File: src/rtl/core/sexp_pkg.sv
// ----------------------------------------------------------------------------
// Stack expression evaluator package
// Shared widths, symbol codes, status codes and the structs that travel
// between the front end, the command queue, the stack engine and the ALU.
// ----------------------------------------------------------------------------
package sexp_pkg;

    localparam int STACK_DEPTH = 16;
    localparam int STK_AW      = (STACK_DEPTH > 1) ? $clog2(STACK_DEPTH) : 1;
    localparam int SP_W        = $clog2(STACK_DEPTH + 1);

    localparam int DATA_W   = 32;
    localparam int SYM_W    = 8;
    localparam int STATUS_W = 3;
    localparam int DIGIT_W  = 4;

    localparam int FIFO_DEPTH = 4;
    localparam int FIFO_AW    = $clog2(FIFO_DEPTH);
    localparam int FIFO_CW    = $clog2(FIFO_DEPTH + 1);

    localparam int DIV_CW = $clog2(DATA_W);

    // ASCII codes of the accepted symbols.
    localparam logic [SYM_W-1:0] CH_0     = 8'h30;
    localparam logic [SYM_W-1:0] CH_9     = 8'h39;
    localparam logic [SYM_W-1:0] CH_PLUS  = 8'h2B;
    localparam logic [SYM_W-1:0] CH_MINUS = 8'h2D;
    localparam logic [SYM_W-1:0] CH_STAR  = 8'h2A;
    localparam logic [SYM_W-1:0] CH_SLASH = 8'h2F;
    localparam logic [SYM_W-1:0] CH_CARET = 8'h5E;

    // Result status codes.
    localparam logic [STATUS_W-1:0] ST_OK        = 3'd0;
    localparam logic [STATUS_W-1:0] ST_UNDERFLOW = 3'd1;
    localparam logic [STATUS_W-1:0] ST_DIVZERO   = 3'd2;
    localparam logic [STATUS_W-1:0] ST_OVERFLOW  = 3'd3;
    localparam logic [STATUS_W-1:0] ST_BADCHAR   = 3'd4;

    typedef enum logic [2:0] {
        OP_DIGIT = 3'd0,
        OP_ADD   = 3'd1,
        OP_SUB   = 3'd2,
        OP_MUL   = 3'd3,
        OP_DIV   = 3'd4,
        OP_POW   = 3'd5,
        OP_BAD   = 3'd6
    } t_op;

    // One classified symbol as it sits in the command queue.
    typedef struct packed {
        t_op                op;
        logic [DIGIT_W-1:0] digit;
        logic               last;
    } t_cmd;

    typedef struct packed {
        logic              start;
        t_op               op;
        logic [DATA_W-1:0] lhs;
        logic [DATA_W-1:0] rhs;
    } t_alu_req;

    typedef struct packed {
        logic              done;
        logic              err;
        logic [DATA_W-1:0] value;
    } t_alu_rsp;

endpackage

File: src/rtl/core/sexp_if.sv
// ----------------------------------------------------------------------------
// Stack expression evaluator channel interfaces
// Valid/ready channels for incoming symbols and for outgoing results.
// ----------------------------------------------------------------------------
interface sexp_sym_if import sexp_pkg::*; ();
    logic             valid;
    logic             ready;
    logic [SYM_W-1:0] symbol;
    logic             last_symbol;

    modport source (output valid, output symbol, output last_symbol, input ready);
    modport sink   (input valid, input symbol, input last_symbol, output ready);
endinterface

interface sexp_res_if import sexp_pkg::*; ();
    logic                       valid;
    logic                       ready;
    logic signed [DATA_W-1:0]   value;
    logic        [STATUS_W-1:0] status;

    modport source (output valid, output value, output status, input ready);
    modport sink   (input valid, input value, input status, output ready);
endinterface

File: src/rtl/core/stack_expression_evaluator.sv
// ----------------------------------------------------------------------------
// Stack expression evaluator
// Evaluates postfix expressions, or prefix expressions fed right to left,
// one ASCII symbol per transfer, on a bounded stack of 32-bit words.
// ----------------------------------------------------------------------------
// Usage: symbols arrive on i_sym, one character per transfer, with
// last_symbol marking the final character of an expression. Only that final
// transfer produces a result on o_res: the top of stack as a signed value and
// a status code (ok, underflow, divide by zero, overflow, bad character).
// i_cfg_we with i_cfg_wdata selects the notation and is written while idle.
// A front end decodes each symbol into a four-entry command queue; the stack
// engine behind it executes one command at a time, so input transfers keep
// flowing until the queue fills. A digit is pushed directly; the arithmetic
// unit takes + and - in one step, * through its multiply state, / at one
// quotient bit per cycle and ^ at one exponent bit per cycle. The item marked
// last then moves the result into the output register.
// The output register holds a result until o_res.ready is seen; while it is
// occupied the engine waits at the next final symbol and the queue absorbs
// further input. Reset (synchronous, active low) empties the queue and the
// stack, clears the error code and selects postfix notation.
// ----------------------------------------------------------------------------
module stack_expression_evaluator import sexp_pkg::*; (
    input  logic       i_clk,
    input  logic       i_rst_n,
    input  logic       i_cfg_we,
    input  logic       i_cfg_wdata,
    sexp_sym_if.sink   i_sym,
    sexp_res_if.source o_res
);

    t_cmd     w_front_cmd;
    t_cmd     w_queue_cmd;
    logic     w_push;
    logic     w_pop;
    logic     w_full;
    logic     w_empty;
    t_alu_req w_alu_req;
    t_alu_rsp w_alu_rsp;

    // Decode stage: takes a transfer whenever the queue has room.
    sexp_front u_front (
        .i_sym  (i_sym),
        .i_full (w_full),
        .o_push (w_push),
        .o_cmd  (w_front_cmd)
    );

    // Queue that lets the decoder and the engine stall independently.
    sexp_fifo u_fifo (
        .i_clk   (i_clk),
        .i_rst_n (i_rst_n),
        .i_push  (w_push),
        .i_cmd   (w_front_cmd),
        .i_pop   (w_pop),
        .o_cmd   (w_queue_cmd),
        .o_full  (w_full),
        .o_empty (w_empty)
    );

    // Shared multi-cycle arithmetic for all five operators.
    sexp_alu u_alu (
        .i_clk   (i_clk),
        .i_rst_n (i_rst_n),
        .i_req   (w_alu_req),
        .o_rsp   (w_alu_rsp)
    );

    // Stack, error tracking and the result register.
    sexp_back u_back (
        .i_clk       (i_clk),
        .i_rst_n     (i_rst_n),
        .i_cfg_we    (i_cfg_we),
        .i_cfg_wdata (i_cfg_wdata),
        .i_empty     (w_empty),
        .i_cmd       (w_queue_cmd),
        .o_pop       (w_pop),
        .o_alu_req   (w_alu_req),
        .i_alu_rsp   (w_alu_rsp),
        .o_res       (o_res)
    );

endmodule

File: src/rtl/core/sexp_front.sv
// ----------------------------------------------------------------------------
// Symbol front end
// Accepts symbols while the command queue has room and decodes each one
// into an operation code and a digit value.
// ----------------------------------------------------------------------------
module sexp_front import sexp_pkg::*; (
    sexp_sym_if.sink i_sym,
    input  logic     i_full,
    output logic     o_push,
    output t_cmd     o_cmd
);

    assign i_sym.ready = !i_full;
    assign o_push      = i_sym.valid && !i_full;

    always_comb begin
        o_cmd.last  = i_sym.last_symbol;
        o_cmd.digit = DIGIT_W'(i_sym.symbol - CH_0);
        unique case (i_sym.symbol) inside
            [CH_0:CH_9]: o_cmd.op = OP_DIGIT;
            CH_PLUS:     o_cmd.op = OP_ADD;
            CH_MINUS:    o_cmd.op = OP_SUB;
            CH_STAR:     o_cmd.op = OP_MUL;
            CH_SLASH:    o_cmd.op = OP_DIV;
            CH_CARET:    o_cmd.op = OP_POW;
            default:     o_cmd.op = OP_BAD;
        endcase
    end

endmodule

File: src/rtl/core/sexp_fifo.sv
// ----------------------------------------------------------------------------
// Command queue
// Short first-in first-out buffer between the front end and the stack engine.
// ----------------------------------------------------------------------------
module sexp_fifo import sexp_pkg::*; (
    input  logic i_clk,
    input  logic i_rst_n,
    input  logic i_push,
    input  t_cmd i_cmd,
    input  logic i_pop,
    output t_cmd o_cmd,
    output logic o_full,
    output logic o_empty
);

    t_cmd               r_mem [FIFO_DEPTH];
    logic [FIFO_AW-1:0] r_wr_ptr;
    logic [FIFO_AW-1:0] r_rd_ptr;
    logic [FIFO_CW-1:0] r_count;

    assign o_full  = (r_count == FIFO_CW'(FIFO_DEPTH));
    assign o_empty = (r_count == '0);
    assign o_cmd   = r_mem[r_rd_ptr];

    always_ff @(posedge i_clk) begin
        if (!i_rst_n) begin
            r_wr_ptr <= '0;
            r_rd_ptr <= '0;
            r_count  <= '0;
        end else begin
            if (i_push) begin
                r_wr_ptr <= r_wr_ptr + 1'b1;
            end
            if (i_pop) begin
                r_rd_ptr <= r_rd_ptr + 1'b1;
            end
            if (i_push && !i_pop) begin
                r_count <= r_count + 1'b1;
            end else if (!i_push && i_pop) begin
                r_count <= r_count - 1'b1;
            end
        end
    end

    always_ff @(posedge i_clk) begin
        if (i_push) begin
            r_mem[r_wr_ptr] <= i_cmd;
        end
    end

`ifndef SYNTHESIS
    a_no_push_full: assert property (@(posedge i_clk) disable iff (!i_rst_n)
        !(i_push && o_full && !i_pop))
        else $error("command queue written while full");
    a_no_pop_empty: assert property (@(posedge i_clk) disable iff (!i_rst_n)
        !(i_pop && o_empty))
        else $error("command queue read while empty");
`endif

endmodule

File: src/rtl/core/sexp_alu.sv
// ----------------------------------------------------------------------------
// Multi-cycle arithmetic unit
// Add, subtract and multiply in one step, a restoring divider at one
// quotient bit per cycle and square-and-multiply exponentiation.
// ----------------------------------------------------------------------------
module sexp_alu import sexp_pkg::*; (
    input  logic     i_clk,
    input  logic     i_rst_n,
    input  t_alu_req i_req,
    output t_alu_rsp o_rsp
);

    typedef enum logic [5:0] {
        A_IDLE = 6'b000001,
        A_MUL  = 6'b000010,
        A_DIV  = 6'b000100,
        A_FIX  = 6'b001000,
        A_POW  = 6'b010000,
        A_DONE = 6'b100000
    } t_alu_state;

    t_alu_state r_state, n_state;

    logic [DATA_W-1:0] r_acc, r_base, r_exp;
    logic [DATA_W-1:0] r_rem, r_quo, r_dvs;
    logic              r_neg;
    logic [DIV_CW-1:0] r_cnt;
    logic [DATA_W-1:0] r_res;
    logic              r_err;

    logic [DATA_W-1:0] w_ab, w_bb;
    logic [DATA_W:0]   w_shift;
    logic              w_ge;
    logic [DATA_W:0]   w_diff;
    logic              w_lneg, w_rneg;

    assign w_ab    = r_acc * r_base;
    assign w_bb    = r_base * r_base;
    assign w_shift = {r_rem, r_quo[DATA_W-1]};
    assign w_ge    = (w_shift >= {1'b0, r_dvs});
    assign w_diff  = w_shift - {1'b0, r_dvs};
    assign w_lneg  = i_req.lhs[DATA_W-1];
    assign w_rneg  = i_req.rhs[DATA_W-1];

    assign o_rsp.done  = (r_state == A_DONE);
    assign o_rsp.err   = r_err;
    assign o_rsp.value = r_res;

    always_comb begin
        n_state = r_state;
        unique case (r_state)
            A_IDLE: begin
                if (i_req.start) begin
                    unique case (i_req.op) inside
                        OP_MUL:                n_state = A_MUL;
                        OP_DIV:                n_state = (i_req.rhs == '0) ? A_DONE : A_DIV;
                        OP_POW:                n_state = w_rneg ? A_DONE : A_POW;
                        default:               n_state = A_DONE;
                    endcase
                end
            end
            A_MUL:   n_state = A_DONE;
            A_DIV:   n_state = (r_cnt == '0) ? A_FIX : A_DIV;
            A_FIX:   n_state = A_DONE;
            A_POW:   n_state = (r_exp == '0) ? A_DONE : A_POW;
            A_DONE:  n_state = A_IDLE;
            default: n_state = A_IDLE;
        endcase
    end

    always_ff @(posedge i_clk) begin
        if (!i_rst_n) begin
            r_state <= A_IDLE;
        end else begin
            r_state <= n_state;
        end
    end

    always_ff @(posedge i_clk) begin
        case (r_state)
            A_IDLE: begin
                if (i_req.start) begin
                    r_err <= 1'b0;
                    case (i_req.op)
                        OP_ADD: r_res <= i_req.lhs + i_req.rhs;
                        OP_SUB: r_res <= i_req.lhs - i_req.rhs;
                        OP_MUL: begin
                            r_acc  <= i_req.lhs;
                            r_base <= i_req.rhs;
                        end
                        OP_DIV: begin
                            r_err <= (i_req.rhs == '0);
                            r_res <= '0;
                            r_quo <= w_lneg ? (~i_req.lhs + 1'b1) : i_req.lhs;
                            r_dvs <= w_rneg ? (~i_req.rhs + 1'b1) : i_req.rhs;
                            r_neg <= w_lneg ^ w_rneg;
                            r_rem <= '0;
                            r_cnt <= DIV_CW'(DATA_W - 1);
                        end
                        OP_POW: begin
                            r_acc  <= DATA_W'(1);
                            r_base <= i_req.lhs;
                            r_exp  <= i_req.rhs;
                            // A negative exponent gives the truncated reciprocal.
                            if (i_req.lhs == '0) begin
                                r_err <= w_rneg;
                                r_res <= '0;
                            end else if (i_req.lhs == DATA_W'(1)) begin
                                r_res <= DATA_W'(1);
                            end else if (i_req.lhs == '1) begin
                                r_res <= i_req.rhs[0] ? '1 : DATA_W'(1);
                            end else begin
                                r_res <= '0;
                            end
                        end
                        default: r_res <= '0;
                    endcase
                end
            end
            A_MUL: r_res <= w_ab;
            A_DIV: begin
                r_rem <= w_ge ? w_diff[DATA_W-1:0] : w_shift[DATA_W-1:0];
                r_quo <= {r_quo[DATA_W-2:0], w_ge};
                r_cnt <= r_cnt - 1'b1;
            end
            A_FIX: r_res <= r_neg ? (~r_quo + 1'b1) : r_quo;
            A_POW: begin
                if (r_exp == '0) begin
                    r_res <= r_acc;
                end else begin
                    if (r_exp[0]) begin
                        r_acc <= w_ab;
                    end
                    r_base <= w_bb;
                    r_exp  <= r_exp >> 1;
                end
            end
            default: ;
        endcase
    end

`ifndef SYNTHESIS
    a_start_idle: assert property (@(posedge i_clk) disable iff (!i_rst_n)
        i_req.start |-> (r_state == A_IDLE))
        else $error("arithmetic unit started while busy");
`endif

endmodule

File: src/rtl/core/sexp_back.sv
// ----------------------------------------------------------------------------
// Stack engine
// Pops classified symbols from the queue, keeps the operand stack and the
// sticky error code, drives the arithmetic unit and holds the result.
// ----------------------------------------------------------------------------
module sexp_back import sexp_pkg::*; (
    input  logic       i_clk,
    input  logic       i_rst_n,
    input  logic       i_cfg_we,
    input  logic       i_cfg_wdata,
    input  logic       i_empty,
    input  t_cmd       i_cmd,
    output logic       o_pop,
    output t_alu_req   o_alu_req,
    input  t_alu_rsp   i_alu_rsp,
    sexp_res_if.source o_res
);

    typedef enum logic [3:0] {
        B_IDLE   = 4'b0001,
        B_OPER   = 4'b0010,
        B_WAIT   = 4'b0100,
        B_RESULT = 4'b1000
    } t_back_state;

    t_back_state r_state, n_state;

    logic [DATA_W-1:0]   r_stack [STACK_DEPTH];
    logic [SP_W-1:0]     r_sp, n_sp;
    logic [STATUS_W-1:0] r_err, n_err;
    logic [DATA_W-1:0]   r_top, n_top;
    logic [DATA_W-1:0]   r_next;
    t_cmd                r_cmd;
    logic                r_mode;

    logic                r_out_valid, n_out_valid;
    logic [DATA_W-1:0]   r_out_value;
    logic [STATUS_W-1:0] r_out_status;

    logic                w_we;
    logic [STK_AW-1:0]   w_waddr;
    logic [DATA_W-1:0]   w_wdata;
    logic [STK_AW-1:0]   w_raddr;
    logic                w_load;
    logic [STATUS_W-1:0] w_status;

    assign o_pop   = (r_state == B_IDLE) && !i_empty;
    assign w_raddr = STK_AW'(r_sp - SP_W'(2));
    assign w_load  = (r_state == B_RESULT) && (!r_out_valid || o_res.ready);

    // Final status: a pending error wins, then an empty stack reads as underflow.
    assign w_status = (r_err != ST_OK) ? r_err :
                      (r_sp == '0) ? ST_UNDERFLOW : ST_OK;

    assign o_alu_req.start = (r_state == B_OPER);
    assign o_alu_req.op    = r_cmd.op;
    assign o_alu_req.lhs   = r_mode ? r_top : r_next;
    assign o_alu_req.rhs   = r_mode ? r_next : r_top;

    assign o_res.valid  = r_out_valid;
    assign o_res.value  = $signed(r_out_value);
    assign o_res.status = r_out_status;

    always_comb begin
        n_state = r_state;
        n_sp    = r_sp;
        n_err   = r_err;
        n_top   = r_top;
        w_we    = 1'b0;
        w_waddr = r_sp[STK_AW-1:0];
        w_wdata = DATA_W'(i_cmd.digit);
        unique case (r_state)
            B_IDLE: begin
                if (!i_empty) begin
                    n_state = i_cmd.last ? B_RESULT : B_IDLE;
                    if (r_err == ST_OK) begin
                        unique case (i_cmd.op) inside
                            OP_DIGIT: begin
                                if (r_sp == SP_W'(STACK_DEPTH)) begin
                                    n_err = ST_OVERFLOW;
                                end else begin
                                    w_we  = 1'b1;
                                    n_top = DATA_W'(i_cmd.digit);
                                    n_sp  = r_sp + 1'b1;
                                end
                            end
                            OP_ADD, OP_SUB, OP_MUL, OP_DIV, OP_POW: begin
                                if (r_sp < SP_W'(2)) begin
                                    n_err = ST_UNDERFLOW;
                                end else begin
                                    n_state = B_OPER;
                                end
                            end
                            default: n_err = ST_BADCHAR;
                        endcase
                    end
                end
            end
            B_OPER: n_state = B_WAIT;
            B_WAIT: begin
                if (i_alu_rsp.done) begin
                    n_state = r_cmd.last ? B_RESULT : B_IDLE;
                    if (i_alu_rsp.err) begin
                        n_err = ST_DIVZERO;
                    end else begin
                        w_we    = 1'b1;
                        w_waddr = w_raddr;
                        w_wdata = i_alu_rsp.value;
                        n_top   = i_alu_rsp.value;
                        n_sp    = r_sp - 1'b1;
                    end
                end
            end
            B_RESULT: begin
                if (w_load) begin
                    n_state = B_IDLE;
                    n_sp    = '0;
                    n_err   = ST_OK;
                end
            end
            default: n_state = B_IDLE;
        endcase
    end

    always_comb begin
        n_out_valid = r_out_valid;
        if (w_load) begin
            n_out_valid = 1'b1;
        end else if (r_out_valid && o_res.ready) begin
            n_out_valid = 1'b0;
        end
    end

    always_ff @(posedge i_clk) begin
        if (!i_rst_n) begin
            r_state     <= B_IDLE;
            r_sp        <= '0;
            r_err       <= ST_OK;
            r_mode      <= 1'b0;
            r_out_valid <= 1'b0;
        end else begin
            r_state     <= n_state;
            r_sp        <= n_sp;
            r_err       <= n_err;
            r_out_valid <= n_out_valid;
            if (i_cfg_we) begin
                r_mode <= i_cfg_wdata;
            end
        end
    end

    always_ff @(posedge i_clk) begin
        r_top <= n_top;
        if (o_pop) begin
            r_cmd <= i_cmd;
        end
        if (w_load) begin
            r_out_status <= w_status;
            r_out_value  <= (w_status == ST_OK) ? r_top : '0;
        end
    end

    // Operand stack: one write port, one registered read port.
    always_ff @(posedge i_clk) begin
        if (w_we) begin
            r_stack[w_waddr] <= w_wdata;
        end
        r_next <= r_stack[w_raddr];
    end

`ifndef SYNTHESIS
    a_sp_bound: assert property (@(posedge i_clk) disable iff (!i_rst_n)
        r_sp <= SP_W'(STACK_DEPTH))
        else $error("stack pointer beyond stack depth");
    a_err_freezes: assert property (@(posedge i_clk) disable iff (!i_rst_n)
        (r_err != ST_OK && r_state != B_RESULT) |=> $stable(r_sp))
        else $error("stack changed while an error is pending");
    a_err_zero: assert property (@(posedge i_clk) disable iff (!i_rst_n)
        (r_out_valid && r_out_status != ST_OK) |-> (r_out_value == '0))
        else $error("nonzero value returned with an error status");
`endif

endmodule

File: src/flat_wrapper.sv
// flat-port wrapper written by rule: the top's interface ports become plain ports
module stack_expression_evaluator_flat import sexp_pkg::*;
  (i_clk, i_rst_n, i_cfg_we, i_cfg_wdata, i_sym_valid, i_sym_symbol, i_sym_last_symbol, i_sym_ready, o_res_valid, o_res_value, o_res_status, o_res_ready);
  sexp_sym_if i_sym_i ();
  sexp_res_if o_res_i ();
  input  logic i_clk;
  input  logic i_rst_n;
  input  logic i_cfg_we;
  input  logic i_cfg_wdata;
  input wire logic [$bits(i_sym_i.valid)-1:0] i_sym_valid;
  input wire logic [$bits(i_sym_i.symbol)-1:0] i_sym_symbol;
  input wire logic [$bits(i_sym_i.last_symbol)-1:0] i_sym_last_symbol;
  output wire logic [$bits(i_sym_i.ready)-1:0] i_sym_ready;
  output wire logic [$bits(o_res_i.valid)-1:0] o_res_valid;
  output wire logic [$bits(o_res_i.value)-1:0] o_res_value;
  output wire logic [$bits(o_res_i.status)-1:0] o_res_status;
  input wire logic [$bits(o_res_i.ready)-1:0] o_res_ready;
  assign i_sym_i.valid = i_sym_valid;
  assign i_sym_i.symbol = i_sym_symbol;
  assign i_sym_i.last_symbol = i_sym_last_symbol;
  assign i_sym_ready = i_sym_i.ready;
  assign o_res_valid = o_res_i.valid;
  assign o_res_value = o_res_i.value;
  assign o_res_status = o_res_i.status;
  assign o_res_i.ready = o_res_ready;
  stack_expression_evaluator u_core (.i_clk(i_clk), .i_rst_n(i_rst_n), .i_cfg_we(i_cfg_we), .i_cfg_wdata(i_cfg_wdata), .i_sym(i_sym_i), .o_res(o_res_i));
endmodule
File: config.mk
export PLATFORM = sky130hd
export DESIGN_NAME = stack_expression_evaluator_flat
export DESIGN_NICKNAME = d
export VERILOG_FILES = /design/src/rtl/core/sexp_pkg.sv /design/src/rtl/core/sexp_if.sv /design/src/rtl/core/stack_expression_evaluator.sv /design/src/rtl/core/sexp_front.sv /design/src/rtl/core/sexp_fifo.sv /design/src/rtl/core/sexp_alu.sv /design/src/rtl/core/sexp_back.sv /design/src/flat_wrapper.sv
export SDC_FILE = /design/constraint.sdc
export NUM_CORES = 2
export LEC_CHECK = 0
export BUFFER_PORTS_ARGS = -buffer_cell sky130_fd_sc_hd__buf_2
export CAP_MARGIN = 0
export CORE_ASPECT_RATIO = 1.4
export CORE_UTILIZATION = 67
export CTS_CLUSTER_SIZE = 28
export DETAILED_ROUTE_END_ITERATION = 6
export GPL_ROUTABILITY_DRIVEN = 0
export HOLD_SLACK_MARGIN = 0.03
export PLACE_DENSITY = 0.88
export SETUP_SLACK_MARGIN = 0.02
export SKIP_LAST_GASP = 1
export SYNTH_ARGS = -nofsm -noshare
export SYNTH_HDL_FRONTEND = slang
export SYNTH_SLANG_ARGS = --single-unit
export TNS_END_PERCENT = 30
File: constraint.sdc
create_clock -name i_clk -period 24.5 [get_ports i_clk]
set_clock_uncertainty 0.15 [all_clocks]
set_input_delay 2.45 -clock i_clk [delete_from_list [all_inputs] [get_ports i_clk]]
set_output_delay 2.45 -clock i_clk [all_outputs]
set_load 0.05 [all_outputs]
Word level (Yosys, flattened, before mapping)
Memories as Yosys holds them, arrays and structs flattened. A register that Yosys moved wholly into a read port is not among the register bits.
Index checks and enable logic that the tools add are counted.
{"block": "word_totals", "inputBits": 15, "ramBits": 544, "mem_bits_ro": 0, "latchBits": 0, "mem_count": 2, "output_inout_bits": 37, "reg_bits": 329}
{"block": "classes", "addsub": 15, "n_div": 0, "n_mux": 104, "eq_ne": 47, "n_reduce_logical": 43, "multipliers": 2, "magnitude_cmp": 4, "shift": 0, "bitwise": 4}
{"name": "u_core.u_back.r_stack", "depth": 16, "width": 32, "read_ports": 1, "rd_ports_with_merged_regs": 1, "write_ports": 1, "line": "sexp_back.sv:28", "source": "logic [DATA_W-1:0] r_stack [STACK_DEPTH];"}
{"name": "u_core.u_fifo.r_mem", "depth": 4, "width": 8, "read_ports": 1, "rd_ports_with_merged_regs": 1, "write_ports": 1, "line": "sexp_fifo.sv:16", "source": "t_cmd r_mem [FIFO_DEPTH];"}
{"cell": "2-to-1 mux 32 bit", "count": 32}
{"cell": "case mux 32 bit (2 select lines)", "count": 8}
{"cell": "case mux 32 bit (4 select lines)", "count": 2}
{"cell": "adder 32 x 1 -> 32 bit, second input constant", "count": 3}
{"cell": "logical NOT 32 bit", "count": 3}
{"cell": "inverter 32 bit", "count": 3}
{"cell": "multiplier 32 x 32 -> 32 bit", "count": 2}
{"cell": "subtractor 32 bit", "count": 2}
{"cell": "2-to-1 mux 4 bit", "count": 12}
{"cell": "2-to-1 mux 5 bit", "count": 9}
{"cell": "greater-or-equal comparator 33 x 32 -> 1 bit", "count": 1}
{"cell": "adder 32 bit", "count": 1}
{"cell": "equality test 32 x 1 -> 1 bit, second input constant", "count": 1}
{"cell": "equality test 32 bit, second input constant", "count": 1}
{"cell": "equality test 8 x 6 -> 1 bit, second input constant", "count": 4}
{"cell": "2-to-1 mux 31 bit", "count": 1}
{"cell": "2-to-1 mux 3 bit", "count": 10}
{"cell": "2-to-1 mux 6 bit", "count": 4}
{"cell": "case mux 6 bit (4 select lines)", "count": 1}
{"cell": "!= test 2 bit, second input constant", "count": 11}
{"cell": "case mux 3 bit (6 select lines)", "count": 1}
{"cell": "case mux 6 bit (3 select lines)", "count": 1}
{"cell": "case mux 4 bit (4 select lines)", "count": 1}
{"cell": "AND reduction 8 bit", "count": 2}
{"cell": "51 further kinds", "count": 103}

Longest topological paths before layout
{"block": "depth", "ltp_word": 8, "depth_mapped": 29, "depth_no_buf": 27}

Cells and area by module
A second synthesis with hierarchy kept.
{"block": "unflattened", "hier_cells": 6247, "hier_area_um2": 71710.0}
{"mod": "sexp_alu", "area_each_um2": 45228.4, "cells_per_inst": 4968, "instances": 1}
{"mod": "sexp_back", "area_each_um2": 24664.9, "cells_per_inst": 1168, "instances": 1}
{"mod": "sexp_fifo", "area_each_um2": 1602.8, "cells_per_inst": 85, "instances": 1}
{"mod": "sexp_front", "area_each_um2": 214.0, "cells_per_inst": 26, "instances": 1}

Worst setup path before layout
No wires, ideal clock.
{"block": "synth_timing", "kind": "register to register", "startpoint": "reg u_core.u_alu.r_base[4]", "endpoint": "reg u_core.u_alu.r_base[27], data pin", "path_buffers": 3, "path_slack_ns": 16.840, "path_stages_with_launch": 26, "period_less_slack_ns": 7.660, "t_arrival_ns": 7.254, "setup_ns": 0.256, "path_cell_list": "edfxtp_1 -> clkbuf_1 -> clkbuf_1 -> clkbuf_1 -> nand2_1 -> fa_1 -> inv_1 -> fa_1 -> inv_1 -> fa_1 -> inv_1 -> fa_1 -> fa_1 -> fa_1 -> fa_1 -> fa_1 -> ha_1 -> a21o_1 -> a21o_1 -> a21oi_1 -> o21ai_0 -> nor4_1 -> nor2_1 -> a21o_1 -> a211o_1 -> a31o_2"}
{"block": "synth_between", "elab_chain_cells": 3}
{"item": "start: declaration", "line": "sexp_alu.sv:24", "source": "logic [DATA_W-1:0] r_acc, r_base, r_exp;"}
{"item": "start signal: assignment", "line": "sexp_alu.sv:89", "source": "r_base <= i_req.rhs;"}
{"item": "start signal: assignment", "line": "sexp_alu.sv:102", "source": "r_base <= i_req.lhs;"}
{"item": "start signal: assignment", "line": "sexp_alu.sv:134", "source": "r_base <= w_bb;"}
{"item": "multiplier 32 x 32 -> 32 bit", "line": "sexp_alu.sv:38", "source": "assign w_bb = r_base * r_base;"}
{"item": "2-to-1 mux 32 bit", "line": "sexp_alu.sv:128", "source": "if (r_exp == '0) begin"}
{"item": "case mux 32 bit (2 select lines)", "line": "sexp_alu.sv:80", "source": "case (r_state)"}
Every way passes these cells. The select of a mux whose other input is x is not followed.
A chain may end at the register's enable or synchronous reset.

Worst setup path after layout
{"block": "layout_timing", "startpoint": "reg u_core.u_alu.r_base[5]", "endpoint": "reg u_core.u_alu.r_res[29], data pin"}
{"block": "layout_between", "elab_chain_cells": 2}
{"item": "multiplier 32 x 32 -> 32 bit", "line": "sexp_alu.sv:37", "source": "assign w_ab = r_acc * r_base;"}
{"item": "case mux 32 bit (4 select lines)", "line": "sexp_alu.sv:80"}
{"item": "end signal: assignment", "line": "sexp_alu.sv:85", "source": "OP_ADD: r_res <= i_req.lhs + i_req.rhs;"}
{"item": "end signal: assignment", "line": "sexp_alu.sv:86", "source": "OP_SUB: r_res <= i_req.lhs - i_req.rhs;"}
{"item": "end signal: assignment", "line": "sexp_alu.sv:111", "source": "r_res <= i_req.rhs[0] ? '1 : DATA_W'(1);"}
{"item": "end: declaration", "line": "sexp_alu.sv:28", "source": "logic [DATA_W-1:0] r_res;"}
Every way passes these cells.

==> metrics.md <==
| Metric | Value |
|---|---|
| Status | `finished, violations left` |
| Failing checks | `design-rule violations` |
| Biggest register | `u_core.u_back.r_stack` |
| Die Y | `389 microns` |
| Largest family of logic cells by synthesized area | `adder cells` |
| Arrival time worst endpoint | `9.06 ns` |
| DRT iter0 DRCs | `5,963` |
| FF+latch count, synth | `907` |
| Cell repeated most along the worst path | `fa_1` |
| Gate Count Post-Synth | `6,293` |
| H-tree depth | `3` |
| Switching power | `1.29 mW` |
| Synth Area in Adders | `27.4%` |
| Post-synth cell types | `96` |
| Max FFs per register | `512` |
| Layout cells sized above 1 | `8.48%` |
| Post-synthesis compound-gate area fraction | `6.06%` |
| Max rail drop VDD | `0.0000840 V` |
| Syn Area/Cell | `11.4 sq um` |
| CTS Sinks | `907` |
| Routed WL per cell | `26.5 microns` |
| # nets final | `7,316` |
| Initial antenna violation count | `29` |
| Critical path type | `flip-flop to flip-flop` |
| Post-synthesis xor/xnor area fraction | `3.67%` |
| Simple-gate share of the synthesized area | `12.4%` |
| Critical path data required time | `24.73 ns` |
| Die ar. | `109,000 sq um` |
| Min Tclk post-route | `8.83 ns` |
| Crit start category | `flip-flop` |
| Internal power | `2.90 mW` |
| Post-CTS Setup Repair Bufs | `0` |
| Ys flop type | `edfxtp_1` |
| Multi-input logic area | `40,700 sq um` |
| Worst-case reg-to-reg path depth | `24` |
| Largest net degree at the start of global routing | `108` |
| Hold depth | `2` |
| Final hold vios | `0` |
| Gr ovfl total | `0` |
| DRC | `17` |
| Clk root buf | `clkbuf_16` |
| Worst-Skew Late Latency | `0.73 ns` |
| First-pass GRT wire length | `312 mm` |
| Resize count post-CTS | `0` |
| TNS Setup | `0 ns` |
| Initial core utilization | `67.9%` |
| MaxCap Viol Count | `0` |
| YS warnings | `0` |
| EDFF count, synth | `846` |
| Buffers on Ports | `51` |
| Hold Slack | `0.327 ns` |
| Yosys top cell area share | `35.4%` |
| Critical path's slowest cell | `edfxtp_1` |
| Pwr dens | `54.9 nW/um^2` |
| FFs w/ async S/R, synth | `0%` |
| Max Fanout on Critical Path | `36` |
| Period utilization | `36.0%` |
| Final setup fails | `0` |
| Sequential fraction of design power | `43.4%` |
| Post-synthesis sequential area ratio | `37.1%` |
| Chip Width | `279 microns` |
| Gr usage total | `38.7%` |
| Longest Clk Path Bufs | `3` |
| Synth-to-Final Area Change | `6.31%` |
| DRT Pass-1 Iters | `7` |
| Multiplexer area fraction after synthesis | `6.83%` |
| Reg clk slew, reported paths | `0.07 ns` |
| Synth area leaders | `edfxtp_1 35%, fa_1 22%, ha_1 5.6%, mux4_2 5.3%, inv_1 4.8%` |
| Routed wire length | `202 mm` |
| Detail Placement HPWL | `139 mm` |
| CTS Hold Bufs | `0` |
| Gate power share | `22.7%` |
| Row cnt | `141` |
| Critical-path cell list | `buf_4 -> and2_1 -> fa_1 -> fa_1 -> fa_1 -> inv_1 -> fa_1 -> inv_1 -> fa_1 -> inv_1 -> fa_1 -> inv_1 -> fa_1 -> fa_1 -> ha_1 -> and3_1 -> a41oi_1 -> o21ai_0 -> a21oi_1 -> o21ai_0 -> a41oi_1 -> nor2b_1 -> xor2_1 -> o221ai_1` |
| Lkg Pwr | `31.7 nW` |
| Synth area leader | `edfxtp_1` |
| RSZ-0062 raised after global routing | `false` |
| FF/Latch Area | `26,600 sq um` |
| TritonCTS clock tree | `built` |
| Worst slew margin | `9.07%` |
| Max-slew violation count | `0` |
| Sw Share | `30.8%` |
| Clock share of power | `33.9%` |
| FMAX | `113 MHz` |
| Min-Delay Path Class | `flip-flop to flip-flop` |
| Core area | `106,000 sq um` |
| Critical Path End Type | `flip-flop` |
| Vias | `50,300` |
| Via/cell ratio | `6.59` |
| I/O Pins | `52` |
| Mapped Area | `71,800 sq um` |
| Cell count along the critical path | `24` |
| Fillers | `6,637` |
| Vias in the first global route | `54,200` |
| Max stage delay on crit path | `0.78 ns` |
| Delay-heaviest family, CP | `adder cells` |
| Worst-margin pin slew | `1.35 ns` |
| Sum of buffers and inverters on the critical path | `5` |
| Routed Antenna Nets | `0` |
| CTS buffer count | `81` |
layout by cell type (no fill, tap or decap), drive strengths merged, types with 97 or more instances in the layout:
master,netlist,final
a21oi,214,214
nor2,269,269
mux4,168,168
clkbuf,273,97
xor2,100,100
buf,34,129
ha,322,322
edfxtp,846,846
xnor2,201,201
and2,498,498
nand2,621,621
fa,780,780
o21ai,170,170
inv,928,933
routing by layer:
layer	GRT usage (%)	share of wire, %	up-vias
met2	65.0	49	3497
li1	-	-	20700
met5	0	0.076	-
met4	30.4	9.4	26
met1	41.8	31	24800
met3	9.71	10	1270
synth_stat cells, types with 11 or more instances:
cell type and n:
nor4_1 26, or3_1 32, o21bai_1 20, and3_1 52, o21a_1 18, nor3b_1 23
mux4_2 168, nor2_1 266, nor2b_1 32, a31oi_1 19, xnor2_1 201, clkbuf_1 273
o211ai_1 35, and2_1 497, nand3b_1 15, a221oi_1 16, nor3_1 48, nand3_1 61
nand4_1 17, xor2_1 100, mux2i_1 81, or2_2 12, a211oi_1 17, a21boi_0 11
mux2_2 24, dfxtp_1 61, edfxtp_1 846, nand2b_1 40, fa_1 780, o31ai_1 35
nand2_1 619, inv_1 927, buf_1 16, ha_1 322, a21oi_1 214, a21o_1 54
o21ai_0 166
area by class of cell:
type                    instances  area share [%]
inverters                     929            4.57
clock buffers                  97            2.93
clock inverters                52           0.934
flip-flops and latches        907            34.9
multi-input cells            4151            53.3
repair buffers                129            1.11
well taps                    1358            2.23
diodes                         14          0.0459
cells by family after synthesis:
| family | after synthesis |
|---|---|
| AOI/OAI and AO/OA | 692 |
| xor gates and xnor gates | 301 |
| adders and majority gates | 1102 |
| buffers and inverters | 1236 |
| DFF | 907 |
| muxes | 276 |
| other | 1 |
| and+or+nand+nor | 1778 |
power by group through the flow:
stage	clock, mW	combinational, mW	sequential (mW)
after global routing	1.47	1.00	1.83
after detailed placement	0	0.886	1.85
final	1.42	0.951	1.82
after floorplan	0	0.650	1.83
after global placement	0	0.866	1.85
after CTS	1.42	0.903	1.82
per-stage QoR:
step	power [mW]	util [%]	worst slack [ns]	cells	instance area (sq um)
6_report	4.19	72.1	15.67	7637	76400
5_1_grt	4.29	72.1	15.35	7625	76300
4_1_cts	4.14	72.1	15.77	7622	76300
3_5_place_dp	2.74	69.3	15.83	7473	73400
3_3_place_gp	2.71	69.3	16.00	7473	73400
2_1_floorplan	2.48	-	16.84	6294	71800
final timing paths:
path | from | end | slack, ns
worst max-delay path | u_core.u_alu.r_base[5] | u_core.u_alu.r_res[29] | 15.67
worst min-delay path | u_core.u_back.r_err[0] | u_core.u_back.r_err[0] | 0.33
worst min register to register | u_core.u_back.r_err[0] | u_core.u_back.r_err[0] | 0.33
worst max register to register | u_core.u_alu.r_base[5] | u_core.u_alu.r_res[29] | 15.67
tightest hold or removal path, stage by stage, from the launching register on:
cell and delay (ns):
dfxtp_1 0.32, nand2_1 0.05, a21boi_0 0.06
Power figures use the tool's default switching activity.
